[src/wnaf_pkg.sv]
// ============================================================================
// Weekly next-alarm finder package
// Shared constants, slot record type, distance result type and small helpers.
// ============================================================================
`default_nettype none

package wnaf_pkg;

  localparam int SlotCount   = 8;
  localparam int SlotIdxW    = (SlotCount > 1) ? $clog2(SlotCount) : 1;
  localparam int NumDays     = 7;
  localparam int MinPerHour  = 60;
  localparam int HoursPerDay = 24;
  localparam int MinPerDay   = HoursPerDay * MinPerHour;
  localparam int NoHitDist   = (NumDays * MinPerDay) + 1;
  localparam int RampMax     = 180;
  localparam int RampReset   = 30;
  localparam int DistW       = 14;
  localparam int NowMinW     = 11;

  typedef enum logic [1:0] {
    CMD_WRITE   = 2'd0,
    CMD_FIND    = 2'd1,
    CMD_TRIGGER = 2'd2
  } cmd_e;

  typedef struct packed {
    logic [4:0] hour;
    logic [5:0] minute;
    logic       hidden;
    logic       enable;
    logic       repeat_en;
    logic [6:0] days;
  } slot_t;

  localparam slot_t SlotDefault = '{hour: 5'd7, minute: 6'd0, hidden: 1'b1,
                                    enable: 1'b1, repeat_en: 1'b1, days: 7'h7F};

  typedef struct packed {
    logic             hit;
    logic [DistW-1:0] span;
    logic [2:0]       day;
  } dist_res_t;

  // Weekday sum (at most 13) folded back into 0..6.
  function automatic logic [2:0] mod7(input logic [3:0] v);
    logic [3:0] r;
    r = (v >= 4'd7) ? (v - 4'd7) : v;
    return r[2:0];
  endfunction

  function automatic logic [4:0] mod24(input logic [4:0] v);
    return (v >= 5'd24) ? (v - 5'd24) : v;
  endfunction

  function automatic logic [5:0] mod60(input logic [5:0] v);
    return (v >= 6'd60) ? (v - 6'd60) : v;
  endfunction

endpackage

`default_nettype wire

[src/wnaf_slot_table.sv]
// ============================================================================
// Alarm slot table
// Register file of alarm slots with one write port and one read port.
// ============================================================================
`default_nettype none

module wnaf_slot_table
  import wnaf_pkg::*;
(
  input  wire logic                clk_i,
  input  wire logic                rst_ni,
  input  wire logic                we_i,
  input  wire logic [SlotIdxW-1:0] waddr_i,
  input  wire slot_t               wdata_i,
  input  wire logic [SlotIdxW-1:0] raddr_i,
  output slot_t                    rdata_o
);

  slot_t slots_q [SlotCount];

  always_ff @(posedge clk_i or negedge rst_ni) begin
    if (!rst_ni) begin
      for (int i = 0; i < SlotCount; i++) begin
        slots_q[i] <= SlotDefault;
      end
    end else if (we_i) begin
      slots_q[waddr_i] <= wdata_i;
    end
  end

  assign rdata_o = slots_q[raddr_i];

endmodule

`default_nettype wire

[src/wnaf_dist_unit.sv]
// ============================================================================
// Slot distance unit
// Finds the first positive distance in minutes to one slot's next alarm.
// ============================================================================
`default_nettype none

module wnaf_dist_unit
  import wnaf_pkg::*;
(
  input  wire slot_t              slot_i,
  input  wire logic [2:0]         wd_i,
  input  wire logic [NowMinW-1:0] now_min_i,
  output dist_res_t               res_o
);

  logic [NowMinW-1:0]      alarm_min;
  logic signed [NowMinW:0] base;
  logic [1:0]              dc_min;
  logic [7:0]              ok;
  logic [2:0]              first_k;
  logic                    any_ok;
  logic [DistW-1:0]        day_off;
  logic signed [DistW:0]   dist_s;

  assign alarm_min = NowMinW'(32'(slot_i.hour) * MinPerHour + 32'(slot_i.minute));
  assign base      = $signed({1'b0, alarm_min}) - $signed({1'b0, now_min_i});

  // Smallest day offset that can give a positive distance.
  always_comb begin
    priority if (base > 0) begin
      dc_min = 2'd0;
    end else if (base > -$signed((NowMinW+1)'(MinPerDay))) begin
      dc_min = 2'd1;
    end else begin
      dc_min = 2'd2;
    end
  end

  always_comb begin
    for (int k = 0; k < 8; k++) begin
      ok[k] = (!slot_i.repeat_en || slot_i.days[mod7(4'(wd_i) + 4'(k))])
              && (k >= int'(dc_min));
    end
  end

  always_comb begin
    first_k = 3'd0;
    any_ok  = 1'b0;
    for (int k = 7; k >= 0; k--) begin
      if (ok[k]) begin
        first_k = 3'(k);
        any_ok  = 1'b1;
      end
    end
  end

  assign day_off = DistW'(32'(first_k) * MinPerDay);
  assign dist_s  = $signed({1'b0, day_off}) + (DistW+1)'(base);

  assign res_o.hit  = any_ok && !slot_i.hidden && slot_i.enable;
  assign res_o.span = dist_s[DistW-1:0];
  assign res_o.day  = mod7(4'(wd_i) + 4'(first_k));

endmodule

`default_nettype wire

[src/weekly_next_alarm_finder.sv]
// ============================================================================
// Weekly next-alarm finder
// Alarm slot table with a sequenced search for the nearest upcoming alarm.
// ============================================================================
//
//   Channel   Direction  Handshake                 Payload
//   --------  ---------  ------------------------  ------------------------------
//   input     in         in_valid_i / in_ready_o   cmd, slot, alarm time/flags, now
//   result    out        out_valid_o / out_ready_i found, next day/time/slot, ramp
//   config    in         APB write, pready high    sunrise_duration at address 0
//
// A write command completes in the cycle of its transfer and gives no result.
// A find steps the scan state through every slot and then registers its result in
// the finish state; a trigger first passes the disable state. The single
// distance unit serves one slot per cycle.
// Reset restores every slot to 07:00, hidden, enabled, repeating, all days.
// A waiting result does not block the next transfer; only the final cycle of a
// search stalls until the output register is free.
//
`default_nettype none

module weekly_next_alarm_finder
  import wnaf_pkg::*;
(
  input  wire logic        clk_i,
  input  wire logic        rst_ni,
  // Configuration port
  input  wire logic        psel,
  input  wire logic        penable,
  input  wire logic        pwrite,
  input  wire logic [2:0]  paddr,
  input  wire logic [31:0] pwdata,
  output logic [31:0]      prdata,
  output logic             pready,
  // Input channel
  input  wire logic        in_valid_i,
  output logic             in_ready_o,
  input  wire logic [1:0]  cmd_i,
  input  wire logic [2:0]  slot_i,
  input  wire logic [4:0]  alarm_hour_i,
  input  wire logic [5:0]  alarm_minute_i,
  input  wire logic        alarm_hidden_i,
  input  wire logic        alarm_enable_i,
  input  wire logic        alarm_repeat_i,
  input  wire logic [6:0]  day_mask_i,
  input  wire logic [2:0]  now_weekday_i,
  input  wire logic [4:0]  now_hour_i,
  input  wire logic [5:0]  now_minute_i,
  // Result channel
  output logic             out_valid_o,
  input  wire logic        out_ready_i,
  output logic             found_o,
  output logic [2:0]       next_day_o,
  output logic [4:0]       next_hour_o,
  output logic [5:0]       next_minute_o,
  output logic [2:0]       next_slot_o,
  output logic [13:0]      minutes_to_go_o,
  output logic [1:0]       ramp_hours_o,
  output logic [5:0]       ramp_minutes_o
);

  typedef enum logic [1:0] {
    ST_IDLE,
    ST_DISABLE,
    ST_SCAN,
    ST_FINISH
  } state_e;

  // Sequencer and search registers.
  state_e                state_q, state_d;
  logic [SlotIdxW-1:0]   idx_q, idx_d;
  logic [2:0]            wd_q, wd_d;
  logic [NowMinW-1:0]    now_min_q, now_min_d;
  logic [DistW-1:0]      best_q, best_d;
  logic [2:0]            best_day_q, best_day_d;
  logic [SlotIdxW-1:0]   best_slot_q, best_slot_d;
  logic [4:0]            best_hour_q, best_hour_d;
  logic [5:0]            best_min_q, best_min_d;

  // Latched alarm, kept across searches that find nothing.
  logic [SlotIdxW-1:0]   chosen_q, chosen_d;
  logic [2:0]            lat_day_q, lat_day_d;
  logic [4:0]            lat_hour_q, lat_hour_d;
  logic [5:0]            lat_min_q, lat_min_d;
  logic [1:0]            lat_rh_q, lat_rh_d;
  logic [5:0]            lat_rm_q, lat_rm_d;

  // Output register.
  logic                  out_valid_q, out_valid_d;
  logic                  found_q, found_d;
  logic [DistW-1:0]      mtg_q, mtg_d;

  logic [7:0]            sunrise_q, sunrise_d;

  // Table ports.
  logic                  tbl_we;
  logic [SlotIdxW-1:0]   tbl_waddr;
  slot_t                 tbl_wdata;
  logic [SlotIdxW-1:0]   tbl_raddr;
  slot_t                 tbl_rdata;
  dist_res_t             dres;

  logic                  in_xfer;
  logic                  hit_any;
  logic [1:0]            ramp_h;
  logic [5:0]            ramp_m;

  wnaf_slot_table u_table (
    .clk_i   (clk_i),
    .rst_ni  (rst_ni),
    .we_i    (tbl_we),
    .waddr_i (tbl_waddr),
    .wdata_i (tbl_wdata),
    .raddr_i (tbl_raddr),
    .rdata_o (tbl_rdata)
  );

  wnaf_dist_unit u_dist (
    .slot_i    (tbl_rdata),
    .wd_i      (wd_q),
    .now_min_i (now_min_q),
    .res_o     (dres)
  );

  assign in_ready_o = (state_q == ST_IDLE);
  assign in_xfer    = in_valid_i && in_ready_o;
  assign tbl_raddr  = (state_q == ST_DISABLE) ? chosen_q : idx_q;
  assign hit_any    = (best_q < DistW'(NoHitDist));

  // Sunrise duration split; the register never exceeds three hours.
  always_comb begin
    priority if (sunrise_q >= 8'd180) begin
      ramp_h = 2'd3;
      ramp_m = 6'(sunrise_q - 8'd180);
    end else if (sunrise_q >= 8'd120) begin
      ramp_h = 2'd2;
      ramp_m = 6'(sunrise_q - 8'd120);
    end else if (sunrise_q >= 8'd60) begin
      ramp_h = 2'd1;
      ramp_m = 6'(sunrise_q - 8'd60);
    end else begin
      ramp_h = 2'd0;
      ramp_m = 6'(sunrise_q);
    end
  end

  // Configuration register, saturated at the longest ramp.
  always_comb begin
    sunrise_d = sunrise_q;
    if (psel && penable && pwrite && pready && !paddr[2]) begin
      sunrise_d = (pwdata[7:0] > 8'(RampMax)) ? 8'(RampMax) : pwdata[7:0];
    end
  end

  assign pready = 1'b1;
  assign prdata = 32'(sunrise_q);

  always_comb begin
    state_d     = state_q;
    idx_d       = idx_q;
    wd_d        = wd_q;
    now_min_d   = now_min_q;
    best_d      = best_q;
    best_day_d  = best_day_q;
    best_slot_d = best_slot_q;
    best_hour_d = best_hour_q;
    best_min_d  = best_min_q;
    chosen_d    = chosen_q;
    lat_day_d   = lat_day_q;
    lat_hour_d  = lat_hour_q;
    lat_min_d   = lat_min_q;
    lat_rh_d    = lat_rh_q;
    lat_rm_d    = lat_rm_q;
    out_valid_d = out_valid_q && !out_ready_i;
    found_d     = found_q;
    mtg_d       = mtg_q;
    tbl_we      = 1'b0;
    tbl_waddr   = tbl_raddr;
    tbl_wdata   = tbl_rdata;

    unique case (state_q)
      ST_IDLE: begin
        if (in_xfer) begin
          // Search context is captured on every accepted command; a weekday
          // code of seven stands for Sunday.
          wd_d      = (now_weekday_i == 3'd7) ? 3'd0 : now_weekday_i;
          now_min_d = NowMinW'(32'(now_hour_i) * MinPerHour + 32'(now_minute_i));
          idx_d     = '0;
          best_d    = DistW'(NoHitDist);
          case (cmd_e'(cmd_i))
            CMD_WRITE: begin
              if (32'(slot_i) < SlotCount) begin
                tbl_we              = 1'b1;
                tbl_waddr           = SlotIdxW'(slot_i);
                tbl_wdata.hour      = mod24(alarm_hour_i);
                tbl_wdata.minute    = mod60(alarm_minute_i);
                tbl_wdata.hidden    = alarm_hidden_i;
                tbl_wdata.enable    = alarm_enable_i;
                tbl_wdata.repeat_en = alarm_repeat_i;
                tbl_wdata.days      = day_mask_i;
              end
            end
            CMD_FIND: begin
              state_d = ST_SCAN;
            end
            CMD_TRIGGER: begin
              state_d = ST_DISABLE;
            end
            default: begin
              // The unused command code is dropped without a result.
            end
          endcase
        end
      end

      ST_DISABLE: begin
        // A one-shot alarm that just went off is switched off before the search.
        if (!tbl_rdata.repeat_en) begin
          tbl_we           = 1'b1;
          tbl_waddr        = chosen_q;
          tbl_wdata.enable = 1'b0;
        end
        state_d = ST_SCAN;
      end

      ST_SCAN: begin
        // Strict compare keeps the lower slot on a tie.
        if (dres.hit && (dres.span < best_q)) begin
          best_d      = dres.span;
          best_day_d  = dres.day;
          best_slot_d = idx_q;
          best_hour_d = tbl_rdata.hour;
          best_min_d  = tbl_rdata.minute;
        end
        if (idx_q == SlotIdxW'(SlotCount - 1)) begin
          state_d = ST_FINISH;
        end else begin
          idx_d = idx_q + 1'b1;
        end
      end

      ST_FINISH: begin
        if (!out_valid_q || out_ready_i) begin
          out_valid_d = 1'b1;
          found_d     = hit_any;
          mtg_d       = hit_any ? best_q : '0;
          if (hit_any) begin
            chosen_d   = best_slot_q;
            lat_day_d  = best_day_q + 3'd1;
            lat_hour_d = best_hour_q;
            lat_min_d  = best_min_q;
            lat_rh_d   = ramp_h;
            lat_rm_d   = ramp_m;
          end
          state_d = ST_IDLE;
        end
      end

      default: begin
        state_d = ST_IDLE;
      end
    endcase
  end

  always_ff @(posedge clk_i or negedge rst_ni) begin
    if (!rst_ni) begin
      state_q     <= ST_IDLE;
      idx_q       <= '0;
      wd_q        <= '0;
      now_min_q   <= '0;
      best_q      <= '0;
      best_day_q  <= '0;
      best_slot_q <= '0;
      best_hour_q <= '0;
      best_min_q  <= '0;
      chosen_q    <= '0;
      lat_day_q   <= '0;
      lat_hour_q  <= '0;
      lat_min_q   <= '0;
      lat_rh_q    <= '0;
      lat_rm_q    <= '0;
      out_valid_q <= 1'b0;
      found_q     <= 1'b0;
      mtg_q       <= '0;
      sunrise_q   <= 8'(RampReset);
    end else begin
      state_q     <= state_d;
      idx_q       <= idx_d;
      wd_q        <= wd_d;
      now_min_q   <= now_min_d;
      best_q      <= best_d;
      best_day_q  <= best_day_d;
      best_slot_q <= best_slot_d;
      best_hour_q <= best_hour_d;
      best_min_q  <= best_min_d;
      chosen_q    <= chosen_d;
      lat_day_q   <= lat_day_d;
      lat_hour_q  <= lat_hour_d;
      lat_min_q   <= lat_min_d;
      lat_rh_q    <= lat_rh_d;
      lat_rm_q    <= lat_rm_d;
      out_valid_q <= out_valid_d;
      found_q     <= found_d;
      mtg_q       <= mtg_d;
      sunrise_q   <= sunrise_d;
    end
  end

  // The latched fields are only updated together with the output register,
  // so they present the result of the transfer being offered.
  assign out_valid_o     = out_valid_q;
  assign found_o         = found_q;
  assign next_day_o      = lat_day_q;
  assign next_hour_o     = lat_hour_q;
  assign next_minute_o   = lat_min_q;
  assign next_slot_o     = 3'(chosen_q);
  assign minutes_to_go_o = mtg_q;
  assign ramp_hours_o    = lat_rh_q;
  assign ramp_minutes_o  = lat_rm_q;

endmodule

`default_nettype wire

[config.mk]
export PLATFORM = sky130hd
export DESIGN_NAME = weekly_next_alarm_finder
export DESIGN_NICKNAME = d
export VERILOG_FILES = /design/src/wnaf_pkg.sv /design/src/wnaf_slot_table.sv /design/src/wnaf_dist_unit.sv /design/src/weekly_next_alarm_finder.sv
export SDC_FILE = /design/constraint.sdc
export NUM_CORES = 1
export LEC_CHECK = 0
export ABC_AREA = 1
export BUFFER_PORTS_ARGS = -buffer_cell sky130_fd_sc_hd__buf_4
export CAP_MARGIN = 0
export CORE_ASPECT_RATIO = 1.75
export CORE_MARGIN = 4
export CORE_UTILIZATION = 33
export CTS_BUF_LIST = sky130_fd_sc_hd__clkbuf_8
export DETAILED_ROUTE_END_ITERATION = 16
export MAX_ROUTING_LAYER = met4
export PLACE_DENSITY = 0.61
export SETUP_SLACK_MARGIN = 0.05
export SLEW_MARGIN = 10
export SYNTH_ARGS = -nofsm -noshare
export SYNTH_HDL_FRONTEND = slang
export SYNTH_SLANG_ARGS = --single-unit
[constraint.sdc]
create_clock -name clk_i -period 15.19 [get_ports clk_i]
set_clock_uncertainty 0.05 [all_clocks]
set_input_delay 1.519 -clock clk_i [delete_from_list [all_inputs] [get_ports clk_i]]
set_output_delay 1.519 -clock clk_i [all_outputs]
set_load 0.005 [all_outputs]
==> metrics.md, run 1 <==
| Metric | Value |
|---|---|
| Status | `finished clean` |
| Initial antenna violation count | `2` |
| Total track usage | `18.12%` |
| RR Endpoint | `best_q[8]$_DFFE_PN0P_` |
| Final Instance Count excl. Fillers | `3128` |
| Yosys top cell by area | `dfrtp_1` |
| Synthesized flop and latch total | `267` |
| Final Cycle Share | `83.40%` |
| Wire per inst | `16.23 um` |
| Die width | `181.2 um` |
| Largest net degree at the start of global routing | `164` |
| CORE AREA | `51750 um2` |
| H-tree levels | `2` |
| Unrepaired setup endpoints after global routing | `no` |
| Clock sinks | `267` |
| Nets | `2626` |
| Share of layout cells above drive strength 1 | `14.30%` |
| CTS tree | `yes` |
| Antenna-violating nets left | `0` |
| Largest stage delay on the critical path | `0.77 ns` |
| Reg clk slew, reported paths | `0.07 ns` |
| Layout area overhead | `12.54%` |
| Worst hold path class | `reg2reg` |
| CP required | `15.61 ns` |
| Mapped Area | `17330 um2` |
| Minimum hold slack | `0.4128 ns` |
| Met2 WL | `27.16 mm` |
| Final Slew Violations | `0` |
| Mapped Avg Cell Area | `7.404 um2` |
| Crit start category | `flip-flop` |
| Root buf cell | `clkbuf_8` |
| Cell count after placement | `3054` |
| Setup Buffers After CTS | `0` |
| Routability cong. | `0.9303` |
| Predominant post-synthesis flop cell | `dfrtp_1` |
| Cells after synthesis | `2341` |
| Crit path capture | `best_q[8]$_DFFE_PN0P_` |
| DIE AREA | `56400 um2` |
| Critical path startpoint | `state_q[1]$_DFFE_PN0P_` |
| CP max-delay cell | `o21ai_0` |
| Pin slew with the least headroom to its limit | `1.122 ns` |
| Top post-synthesis cells by area | `dfrtp_1, dfstp_2, nand2_1` |
| Fin. Hold Viols | `0` |
| CTS max path bufs | `3` |
| Die H | `311.2 um` |
| EDFF count, synth | `0` |
| Max Cap Viol | `0` |
| Vias in the first global route | `15301` |
| Drt first pass iters | `5` |
| First-pass GRT wire length | `80.94 mm` |
| Port bufs | `105` |
| Aggregate global routing overflow | `0` |
| Final Core Density | `37.69%` |
| CTS buffer count | `42` |
| Met3 Wirelength | `2.402 mm` |
| DRC | `0` |
| Slew Limit Headroom | `24.66%` |
| Reg2Reg Setup Slack | `2.52 ns` |
| Synth cell types | `57` |
| Hold buffer count at cts | `0` |
| Largest fanout on the critical path | `28` |
| Synth top area share | `22.96%` |
| DR vias | `15378` |
| Clk_lat worst skew | `0.61 ns` |
| Crit path time final | `12.67 ns` |
| M1 WL | `18.66 mm` |
| Final WL | `50.77 mm` |
| FF-to-FF path depth | `58` |
| Highest routed layer | `met4` |
| Worst r2r src | `state_q[1]$_DFFE_PN0P_` |
| Crit. End Element | `flip-flop` |
| Kind of critical path | `reg2reg` |
| Post_cts resized | `0` |
| Site Rows | `110` |
| Cell mode on critical path | `inv_1` |
| Initial DRC Count | `891` |
| Achievable Freq | `78.93 MHz` |
| FFs w/ async S/R, synth | `100.0%` |
| Hpwl dp | `36.79 mm` |
| # IOs | `157` |
| Setup violations, final | `0` |
| Setup TNS Final | `0 ns` |
| Worst EP arrival | `13.09 ns` |
| Post-DR vias/cell | `4.916` |
| Yosys Warn Count | `0` |
| Seq/Total Area, Yosys | `39.33%` |
| Starting Density | `33.49%` |
-- cells by family after synthesis --
group	count (synthesis)	synth area share (%)
adders and majority gates	118	9.341
DFF	267	39.33
buffers and inverters	443	11.04
other	2	0.04333
and+or+nand+nor	1012	24.09
xor gates and xnor gates	41	2.115
AOI/OAI and AO/OA	458	14.05
-- placed cells by master (no fill, tap or decap), types with 3 or more instances in the layout --
cell type | synthesis | routed
a21oi_1 | 83 | 83
a21oi_2 | 3 | 3
a31oi_1 | 10 | 10
and2_1 | 3 | 3
buf_4 | 32 | 126
clkbuf_8 | 0 | 50
clkinv_2 | 0 | 4
conb_1 | 2 | 25
dfrtp_1 | 159 | 159
dfstp_2 | 108 | 108
fa_1 | 19 | 19
ha_1 | 99 | 99
inv_1 | 324 | 337
inv_2 | 6 | 6
nand2_1 | 688 | 687
nand2_2 | 12 | 13
nand3_1 | 147 | 146
nand3_2 | 4 | 5
nand3b_1 | 5 | 5
nand4_1 | 8 | 8
nor2_1 | 124 | 117
nor2_2 | 3 | 7
nor2_4 | 1 | 4
nor3_1 | 7 | 7
o211ai_1 | 7 | 7
o21ai_0 | 284 | 283
o21ai_1 | 39 | 39
o22ai_1 | 11 | 11
or2_2 | 5 | 5
xnor2_1 | 16 | 16
xor2_1 | 24 | 24
-- area by class of cell --
cell class / count / area (um2)
fillers: 5469 / 32240
flip-flops and latches: 267 / 6817
clock inverters: 22 / 163.9
repair buffers: 128 / 980.9
diodes: 2 / 5.005
multi-input cells: 1654 / 8741
well taps: 672 / 840.8
clock buffers: 50 / 688.2
inverters: 333 / 1270
-- worst max-delay path: cells and delay by family, from the launching register on --
family                   cells  cell delay, ns
AO/OA/AOI/OAI               12            2.98
flip-flops                   1            0.42
buffers and inverters       12            1.21
XOR/XNOR                     2            0.38
adder cells (fa/ha/maj)     11            4.03
AND/OR/NAND/NOR             21            3.37
-- synth_stat cells, types with 2 or more instances --
library cell / number
a21oi_2: 3
dfrtp_1: 159
xor2_1: 24
fa_1: 19
nand2_2: 12
a21o_1: 2
inv_1: 324
o221ai_1: 2
o21ai_0: 284
nand3b_1: 5
nand4_1: 8
a22oi_1: 2
conb_1: 2
nand3_2: 4
clkbuf_1: 39
nor2_2: 3
buf_6: 10
xnor2_1: 16
nand3_1: 147
o22ai_1: 11
nor3_1: 7
buf_2: 28
buf_4: 32
nor2_8: 2
a211oi_1: 2
o21ai_2: 2
o21ai_1: 39
a21oi_1: 83
nor2_1: 124
nand2_1: 688
and2_1: 3
a31oi_1: 10
or2_2: 5
dfstp_2: 108
inv_2: 6
o211ai_1: 7
ha_1: 99
-- per-layer routing --
layer,track usage [%],vias up
li1,-,7561
met1,18.44,7260
met2,33.99,424
met3,2.281,133
met4,8.621,0
met5,-,-
-- registers in the layout (all words and copies together) (netlist names), 5 cells and up --
name             count
next_hour_o          5
best_hour_q          5
next_minute_o        6
sunrise_q            8
u_table.slots_q    168
best_min_q           6
best_q              14
ramp_minutes_o       6
minutes_to_go_o     14
now_min_q           11
-- how the worst min path moves through the flow --
stage	start	endpoint	cells past startpoint
6_report	u_table.slots_q[101]$_DFFE_PN1P_	u_table.slots_q[101]$_DFFE_PN1P_	2
5_1_grt	u_table.slots_q[7]$_DFFE_PN1P_	u_table.slots_q[7]$_DFFE_PN1P_	2
4_1_cts	u_table.slots_q[29]$_DFFE_PN1P_	u_table.slots_q[29]$_DFFE_PN1P_	2
3_5_place_dp	u_table.slots_q[29]$_DFFE_PN1P_	u_table.slots_q[29]$_DFFE_PN1P_	2
3_3_place_gp	u_table.slots_q[34]$_DFFE_PN0P_	u_table.slots_q[34]$_DFFE_PN0P_	2
2_1_floorplan	u_table.slots_q[115]$_DFFE_PN0P_	u_table.slots_q[115]$_DFFE_PN0P_	2
-- stage by stage --
stage / area [um2] / setup WS [ns]
finish: 19510 / 2.521
global route: 19510 / 1.564
CTS: 19500 / 2.470
detailed placement: 18650 / 2.560
global placement: 18650 / 2.631
floorplan: 17420 / 5.169
Power of run 1 is left out: the tool's default activity adds up to more than one toggle a clock period on the data nets, which glitch-free logic cannot reach.
==> run 2: changes to the inputs <==
==> constraint.sdc (replaced) <==
create_clock -name clk_i -period 12.33 [get_ports clk_i]
set_clock_uncertainty 0.05 [all_clocks]
set_input_delay 1.233 -clock clk_i [delete_from_list [all_inputs] [get_ports clk_i]]
set_output_delay 1.233 -clock clk_i [all_outputs]
set_load 0.005 [all_outputs]
==> metrics.md, run 2 (synthesis gave the netlist of run 1 again) <==
| Metric | Value |
|---|---|
| Setup Buffers After CTS | `0 (unchanged)` |
| Die H | `311.2 um (unchanged)` |
| Top reg by flops | `u_table.slots_q (unchanged)` |
| Leading cell type in the layout, fill and taps excluded | `nand2_1 (unchanged)` |
| Reg clk slew, reported paths | `0.07 ns (about the same)` |
| Die width | `181.2 um (unchanged)` |
| CTS buffer count | `42 (unchanged)` |
| CORE AREA | `51750 um2 (unchanged)` |
| Clk_lat worst skew | `0.59 ns (was 0.61 ns)` |
| Final Core Density | `37.87% (was 37.69%)` |
| Routability cong. | `0.9239 (was 0.9303)` |
| Final WL | `51.50 mm (was 50.77 mm)` |
| H-tree levels | `2 (unchanged)` |
| Reg2Reg Setup Slack | `0.93 ns (was 2.52 ns)` |
| First-pass GRT wire length | `82.63 mm (was 80.94 mm)` |
| Critical path startpoint | `state_q[1]$_DFFE_PN0P_ (unchanged)` |
| Drt first pass iters | `5 (unchanged)` |
| Antenna-violating nets left | `0 (unchanged)` |
| DRC | `0 (unchanged)` |
| Largest fanout on the critical path | `27 (was 28)` |
| Initial DRC Count | `894 (was 891)` |
| Critical hold path startpoint | `u_table.slots_q[29]$_DFFE_PN1P_ (was u_table.slots_q[101]$_DFFE_PN1P_)` |
| # fillers | `5437 (was 5469)` |
| Port bufs | `105 (unchanged)` |
| Worst r2r src | `state_q[1]$_DFFE_PN0P_ (unchanged)` |
| Status | `finished clean (unchanged)` |
| Vias in the first global route | `15636 (was 15301)` |
| Final Cycle Share | `92.48% (was 83.40%)` |
| Largest net degree at the start of global routing | `72 (was 164)` |
| Crit path time final | `11.40 ns (was 12.67 ns)` |
| Post-DR vias/cell | `4.954 (was 4.916)` |
| Starting Density | `33.49% (unchanged)` |
| CTS max path bufs | `3 (unchanged)` |
| Total track usage | `18.49% (was 18.12%)` |
| Largest stage delay on the critical path | `0.54 ns (was 0.77 ns)` |
| Max Cap Viol | `0 (unchanged)` |
| Aggregate global routing overflow | `0 (unchanged)` |
| Kind of critical path | `reg2reg (unchanged)` |
| GR Layer Usage met3 | `2.129% (was 2.281%)` |
| Met2 Usage GRT | `34.45% (was 33.99%)` |
| Slew Limit Headroom | `26.87% (was 24.66%)` |
| CP required | `12.76 ns (was 15.61 ns)` |
| Hold Crit Endpoint | `u_table.slots_q[29]$_DFFE_PN1P_ (was u_table.slots_q[101]$_DFFE_PN1P_)` |
| Setup violations, final | `0 (unchanged)` |
| Minimum hold slack | `0.4146 ns (was 0.4128 ns)` |
| Initial antenna violation count | `1 (was 2)` |
| RR Endpoint | `best_q[8]$_DFFE_PN0P_ (unchanged)` |
| Hold path depth | `2 (unchanged)` |
| Post_cts resized | `0 (unchanged)` |
| CTS tree | `yes (unchanged)` |
| Wire per inst | `16.42 um (was 16.23 um)` |
| Worst hold path class | `reg2reg (unchanged)` |
| Hold buffer count at cts | `0 (unchanged)` |
| CP max-delay cell | `nand2_1 (was o21ai_0)` |
| Nets | `2638 (was 2626)` |
| Pin slew with the least headroom to its limit | `1.089 ns (was 1.122 ns)` |
| Grt met1 use | `18.96% (was 18.44%)` |
| Clock sinks | `267 (unchanged)` |
| # IOs | `157 (unchanged)` |
| Setup TNS Final | `0 ns (unchanged)` |
| DR vias | `15540 (was 15378)` |
| Hpwl dp | `38.16 mm (was 36.79 mm)` |
| Fin. Hold Viols | `0 (unchanged)` |
| Worst EP arrival | `11.83 ns (was 13.09 ns)` |
| Unrepaired setup endpoints after global routing | `no (unchanged)` |
| Cell mode on critical path | `nand2_1 (was inv_1)` |
| Crit start category | `flip-flop (unchanged)` |
| Final Slew Violations | `0 (unchanged)` |
| Site Rows | `110 (unchanged)` |
| Share of layout cells above drive strength 1 | `14.73% (was 14.30%)` |
| Max reg flops | `168 (unchanged)` |
| FF-to-FF path depth | `57 (was 58)` |
| Achievable Freq | `87.70 MHz (was 78.93 MHz)` |
| Crit. End Element | `flip-flop (unchanged)` |
| Root buf cell | `clkbuf_8 (unchanged)` |
| Layout area overhead | `13.07% (was 12.54%)` |
| Most Used Layer, Global Route | `met2 (unchanged)` |
| Most frequent cells in the layout | `nand2_1, inv_1, o21ai_0, dfrtp_1, nand3_1 (unchanged)` |
| DIE AREA | `56400 um2 (unchanged)` |
-- run 2: critical path, delay by kind of cell (launching register included) --
family | cells | cell delay [ns]
xor gates and xnor gates | 3 | 0.48
AOI/OAI and AO/OA | 9 | 1.93
adders and majority gates | 9 | 3.32
buffers and inverters | 11 | 1.28
DFF | 1 | 0.42
and+or+nand+nor | 25 | 3.77
-- run 2: how the worst max path moves through the flow --
stage,to
2_1_floorplan,best_q[8]$_DFFE_PN0P_
3_3_place_gp,best_q[8]$_DFFE_PN0P_
3_5_place_dp,best_q[8]$_DFFE_PN0P_
4_1_cts,best_q[8]$_DFFE_PN0P_
5_1_grt,best_q[8]$_DFFE_PN0P_
6_report,best_q[8]$_DFFE_PN0P_
-- run 2: cell type report --
cell class | instances | area (um2) | share of cell area [%]
inverter | 333 | 1270 | 6.480
multi-input combinational | 1654 | 8741 | 44.60
clock buffer | 50 | 688.2 | 3.511
antenna | 1 | 2.502 | 0.01277
sequential | 267 | 6817 | 34.78
clock inverter | 20 | 181.4 | 0.9257
timing repair buffer | 140 | 1059 | 5.401
tap | 672 | 840.8 | 4.290
-- run 2: stage by stage --
| step | std cells | setup WS (ns) | cell area [um2] |
|---|---|---|---|
| floorplan | 2364 | 2.309 | 17420 |
| global placement | 3066 | 0.8070 | 18730 |
| detailed placement | 3066 | 0.7507 | 18730 |
| CTS | 3136 | 0.7179 | 19600 |
| global route | 3137 | 0.1037 | 19600 |
| finish | 3137 | 0.9270 | 19600 |
-- run 2: routing by layer --
layer  up-vias  share of wire [%]
met5         -                  0
met1      7397                 37
met2       394                 54
met4         0                5.6
li1       7594                  -
met3       155                4.1
Power of run 2 is left out for the same reason.
